--- config.mk ---
export PLATFORM = sky130hd
export DESIGN_NAME = refpd_chunker
export DESIGN_NICKNAME = d
export VERILOG_FILES = /design/src/sv/refpack_decompressor_macros.svh /design/src/sv/refpd_pkg.sv /design/src/sv/refpd_chunker.sv
export SDC_FILE = /design/constraint.sdc
export NUM_CORES = 1
export LEC_CHECK = 0
export ABC_AREA = 1
export BUFFER_PORTS_ARGS = -buffer_cell sky130_fd_sc_hd__buf_2
export CELL_PAD_IN_SITES_DETAIL_PLACEMENT = 2
export CELL_PAD_IN_SITES_GLOBAL_PLACEMENT = 2
export CORE_MARGIN = 1
export CORE_UTILIZATION = 38
export DETAILED_ROUTE_END_ITERATION = 6
export PLACE_DENSITY = 0.83
export SYNTH_ARGS = -nofsm -noshare
export SYNTH_HDL_FRONTEND = slang
export SYNTH_SLANG_ARGS = --single-unit
--- constraint.sdc ---
create_clock -name aclk -period 12.9 [get_ports aclk]
set_clock_uncertainty 0.1 [all_clocks]
set_input_delay 1.935 -clock aclk [delete_from_list [all_inputs] [get_ports aclk]]
set_output_delay 1.935 -clock aclk [all_outputs]
set_load 0.005 [all_outputs]
--- src/sv/refpack_decompressor_macros.svh ---
// Assertion macros shared by the decompressor RTL.
`ifndef REFPACK_DECOMPRESSOR_MACROS_SVH
`define REFPACK_DECOMPRESSOR_MACROS_SVH
`ifndef SYNTHESIS
`define RPD_ASSERT_IMP(label, ante, cons) \
    label: assert property (@(posedge aclk) disable iff (!aresetn) (ante) |-> (cons)) \
        else $error("refpack decompressor assertion failed");
`define RPD_ASSERT_NXT(label, ante, cons) \
    label: assert property (@(posedge aclk) disable iff (!aresetn) (ante) |=> (cons)) \
        else $error("refpack decompressor assertion failed");
`else
`define RPD_ASSERT_IMP(label, ante, cons)
`define RPD_ASSERT_NXT(label, ante, cons)
`endif
`endif

--- src/sv/refpd_pkg.sv ---
`default_nettype none
package refpd_pkg;
    localparam int WINDOW_SIZE_DEF = 131072;
    localparam int CHUNK_BYTES_DEF = 32;
    localparam int CHUNK_MAX = 32;
    localparam int CHUNK_CW = 6;
    localparam logic [7:0] MAGIC_BYTE = 8'hFB;
    localparam logic [1:0] ST_OK = 2'd0;
    localparam logic [1:0] ST_BAD_MAGIC = 2'd1;
    localparam logic [1:0] ST_TRUNC = 2'd2;
    localparam logic [1:0] ST_LIMIT = 2'd3;

    typedef enum logic [2:0] {
        PH_FLAGS, PH_MAGIC, PH_SIZE, PH_CMD, PH_LIT, PH_DONE
    } phase_t;

    typedef enum logic [2:0] {
        S_IN, S_LIT, S_CPRD, S_CPWR, S_EMIT
    } state_t;

    typedef struct packed {
        logic       push;
        logic [7:0] push_byte;
        logic       emit;
        logic       last;
        logic       done;
        logic [1:0] status;
    } chunk_ctl_t;
endpackage
`default_nettype wire

--- src/sv/refpd_chunker.sv ---
`default_nettype none
module refpd_chunker #(
    parameter int CHUNK = refpd_pkg::CHUNK_BYTES_DEF
) (
    input  wire logic                  aclk,
    input  wire logic                  aresetn,
    input  wire refpd_pkg::chunk_ctl_t ctl,
    output logic                       free,
    output logic                       m_tvalid,
    input  wire logic                  m_tready,
    // out_bytes_a, out_bytes_b, out_bytes_c, out_bytes_d, byte_count, two zero bits
    output logic [263:0]               m_tdata,
    output logic                       m_tlast,
    // stream_done, status
    output logic [2:0]                 m_tuser
);
    localparam int NB = refpd_pkg::CHUNK_MAX;
    localparam int IW = $clog2(NB);

    logic [NB*8-1:0]                 acc_reg;
    logic [refpd_pkg::CHUNK_CW-1:0]  cnt_reg;
    logic                            valid_reg;
    logic [NB*8-1:0]                 obytes_reg;
    logic [refpd_pkg::CHUNK_CW-1:0]  ocnt_reg;
    logic                            olast_reg;
    logic [2:0]                      ouser_reg;

    assign free = !valid_reg || m_tready;
    assign m_tvalid = valid_reg;
    assign m_tdata = {2'b00, ocnt_reg, obytes_reg};
    assign m_tlast = olast_reg;
    assign m_tuser = ouser_reg;

    always_ff @(posedge aclk) begin
        if (!aresetn) begin
            valid_reg <= 1'b0;
            cnt_reg <= '0;
            acc_reg <= '0;
        end else begin
            if (ctl.emit) begin
                valid_reg <= 1'b1;
                obytes_reg <= acc_reg;
                ocnt_reg <= cnt_reg;
                olast_reg <= ctl.last;
                ouser_reg <= {ctl.status, ctl.done};
                acc_reg <= '0;
                cnt_reg <= '0;
            end else begin
                if (m_tready) begin
                    valid_reg <= 1'b0;
                end
                if (ctl.push && cnt_reg < refpd_pkg::CHUNK_CW'(CHUNK)) begin
                    acc_reg[cnt_reg[IW-1:0]*8 +: 8] <= ctl.push_byte;
                    cnt_reg <= cnt_reg + 1'b1;
                end
            end
        end
    end
endmodule
`default_nettype wire

==> results.md <==
* Worst-path clk slew at 60 ps
* Total grt overflow at 0
* Ports at between 200 and 300
* Post-synthesis sequential area ratio at 0.6434
* Cell at the slowest stage of the critical path: buf_4
* Max Cap Viol at 0
* Crit path largest cell delay at ~950 ps
* Dpl ws at 8026 ps
* Leakage power at 9.809 nW
* Largest net degree at the start of global routing at 189
* Share of post-route cells with drive strength above 1 at 0.1801
* Row count at 84
* Critical path fanouts, max at 99
* Worst reg2reg path depth at 14
* GRT Resource Usage Total at 0.2536
* Ys Warns at 0
* H-tree depth at 2
* Post-CTS Hold Buffers at 0
* Syn_area_per_cell at between 9 and 10 um^2
* Max Clock Freq at 226.1 MHz
* Crit path DAT at 4850 ps
* Slew @ Worst Pin at 1259 ps
* Starting Density at 0.3881
* Status: finished clean
* TNS Setup at 0 ps
* First-pass GRT wire length at between 100000 and 150000 um
* Hold Vio Cnt, Final at 0
* Netlist cell types at 32
* RePlAce Congestion at 0.8021
* CP delay by family, top: buffers and inverters
* EDFF count, synth at 266
* Worst setup EP type: flop
* Clock Sinks at 529
* Vias per inst at 5.124
* Top_reg_cell synth: edfxtp_1
* Die Area at 55140 um^2
* CTS tree: built
* Skew-Pair Late Insertion Delay at 600 ps
* TritonRoute pass-1 iters at 4
* Worst min-delay path endpoint: obytes_reg[118]$_DFFE_PP_
* Postcts setup bufs at 0
* Buffers & Inverters on Critical Path at 4
* Routed length per instance at about 22 um
* Post-DP HPWL at 47530 um
* # DRC at 0
* WS Path Type: reg2reg
* Unrepaired setup endpoints after global routing: no
* Worst min-delay path class: reg2reg
* Chip width at 234.8 um
* Critical path startpoint category: flop
* Slew headroom at 0.1605
* Initial DRC count at 815
* Power per cell area at 147.4 nW/um^2
* Hold depth at 0
* Yosys reg bits at roughly 530
* Post-layout net count at 2467
* Vias in the first global route at 18020
* ANT nets after route at 0
* R2r endpoint: acc_reg[73]$_SDFFE_PP0P_
* Placeable core area at 53080 um^2
* Fin crit period at 4423 ps
* Worst setup margin at 8477 ps
* Worst EP required at 13330 ps
* Routed WL at between 70000 and 80000 um
* Area of the mapped netlist at 20600 um^2
* Period utilization at 0.3429
* Clock Path Buffers at 3
* Die height at between 200 and 250 um
* R2R Setup Slk at 8480 ps
* Resized cells post-CTS at 0
* Post-synth ARST share at 0
* Final setup viols at 0
* Clock Tree Root: clkbuf_16
* TritonCTS buffer count at 56
* Reg-to-Reg Start: cnt_reg[0]$_SDFFE_PP0P_
* Synth Instances at around 2200
* Port Buffers at 284
* CP Cell Sequence: inv_4, ha_1, nand2_2, nor2_1, ha_4, buf_4, nand3_4, inv_4, nand2_2, inv_2, nand2_1, nand2_1, nand2_1, nor2_1
* Final slew viol count at 0
* Initial antenna violation count at 5
* P&R area growth vs syn at 17.74%
* Peak supply drop at 93.38 uV
* Via count at 16310
* CP most frequent cell: nand2_1
* HP Start: acc_reg[118]$_SDFFE_PP0P_
## Yosys cell counts, types with 2 or more instances
cell	number	area share
nand2_2	11	0.0033
nand4_2	3	0.0018
inv_1	172	0.031
nor3_1	81	0.020
nand4_1	29	0.0088
o21ai_0	53	0.013
buf_4	9	0.0033
nand3_2	6	0.0029
dfxtp_1	263	0.26
buf_1	10	0.0018
nand4_4	2	0.0021
inv_4	2	0.00061
o21ai_1	2	0.00049
nand3_1	125	0.030
nand3_4	2	0.0017
buf_2	52	0.013
nor3_2	7	0.0034
inv_2	12	0.0022
nand2_1	481	0.088
nor2_1	410	0.075
ha_1	3	0.0018
clkbuf_1	58	0.011
a21oi_1	141	0.034
edfxtp_1	266	0.39
nor2_2	13	0.0039
nor4_1	2	0.00061
and2_1	3	0.00091
nor2_4	2	0.0011
## power breakdown
group	internal, W	switching [W]	leakage [nW]
registers	0.00179	0.0000122	4.71
logic	0.0000349	0.000140	4.20
clock network	0.000925	0.000675	0.895
total	0.00275	0.000827	9.81
## worst max path at each step
stage                                     end  slack [ps]                     from  cells past startpoint
finish               acc_reg[73]$_SDFFE_PP0P_        8480  cnt_reg[0]$_SDFFE_PP0P_                     14
global route         acc_reg[73]$_SDFFE_PP0P_        8220  cnt_reg[1]$_SDFFE_PP0P_                     14
CTS                  acc_reg[73]$_SDFFE_PP0P_        8440  cnt_reg[0]$_SDFFE_PP0P_                     14
detailed placement  acc_reg[219]$_SDFFE_PP0P_        8030                  ctl[13]                     10
global placement    acc_reg[222]$_SDFFE_PP0P_        8440                  ctl[13]                     10
floorplan                   m_tlast$_DFFE_PP_        5080                  aresetn                      2
## per-layer routing
| metal | track usage | part of all wire | vias up | wire length (um) |
|---|---|---|---|---|
| met4 | 0.09330 | 0.035 | 6 | 2470 |
| met5 | 0 | 0.00052 | - | 37 |
| met2 | 0.4519 | 0.51 | 352 | 35910 |
| li1 | - | - | 7669 | - |
| met1 | 0.3089 | 0.42 | 8145 | 29660 |
| met3 | 0.03900 | 0.036 | 139 | 2559 |
## cell type report
cell class	count	area, um^2
well taps	688	860.8
diodes	2	5.005
multi-input cells	1380	6081
inverters	186	714.4
clock inverters	24	182.7
repair buffers	294	1509
clock buffers	80	1645
fillers	5659	28830
flip-flops and latches	529	13250
## cells by family after synthesis
family	share of synthesized area
flops	0.6434
buf+inv	0.06299
other cells	0.0001821
simple gates	0.2440
compound gates	0.04762
fa+ha+maj	0.001823
## worst register-to-register path, stage by stage, from the launching register on
cell and delay (ps):
dfxtp_1 380, inv_4 120, ha_1 250, nand2_2 120
nor2_1 80, ha_4 480, buf_4 960, nand3_4 280
inv_4 320, nand2_2 160, inv_2 280, nand2_1 380
nand2_1 190, nand2_1 80, nor2_1 160
## stage by stage
stage	util	total power (W)	hold WS, ps	cell area [um^2]	std cells
after floorplan	-	0.001944	303.0	20600	2225
after global placement	0.4223	0.002004	309.3	22410	3077
after detailed placement	0.4223	0.002012	316.6	22410	3077
after CTS	0.4567	0.003616	327.6	24240	3181
after global routing	0.4569	0.003687	335.4	24250	3183
final	0.4569	0.003576	327.2	24250	3183
## cell usage in the layout, fill, tap and decap left out, types with 3 or more instances in the layout
cell        count
a21oi_1       141
and2_1          3
buf_2         284
buf_4           9
clkbuf_1       12
clkbuf_16      59
clkbuf_8        9
clkinv_1        3
clkinv_2       14
clkinvlp_4      5
dfxtp_1       263
edfxtp_1      266
inv_1         170
inv_2          11
inv_4           3
nand2_1       481
nand2_2        10
nand3_1       125
nand3_2         6
nand4_1        29
nand4_2         3
nor2_1        409
nor2_2         13
nor2_4          3
nor3_1         80
nor3_2          8
o21ai_0        53
No activity file was read; power rests on OpenSTA's default activity.
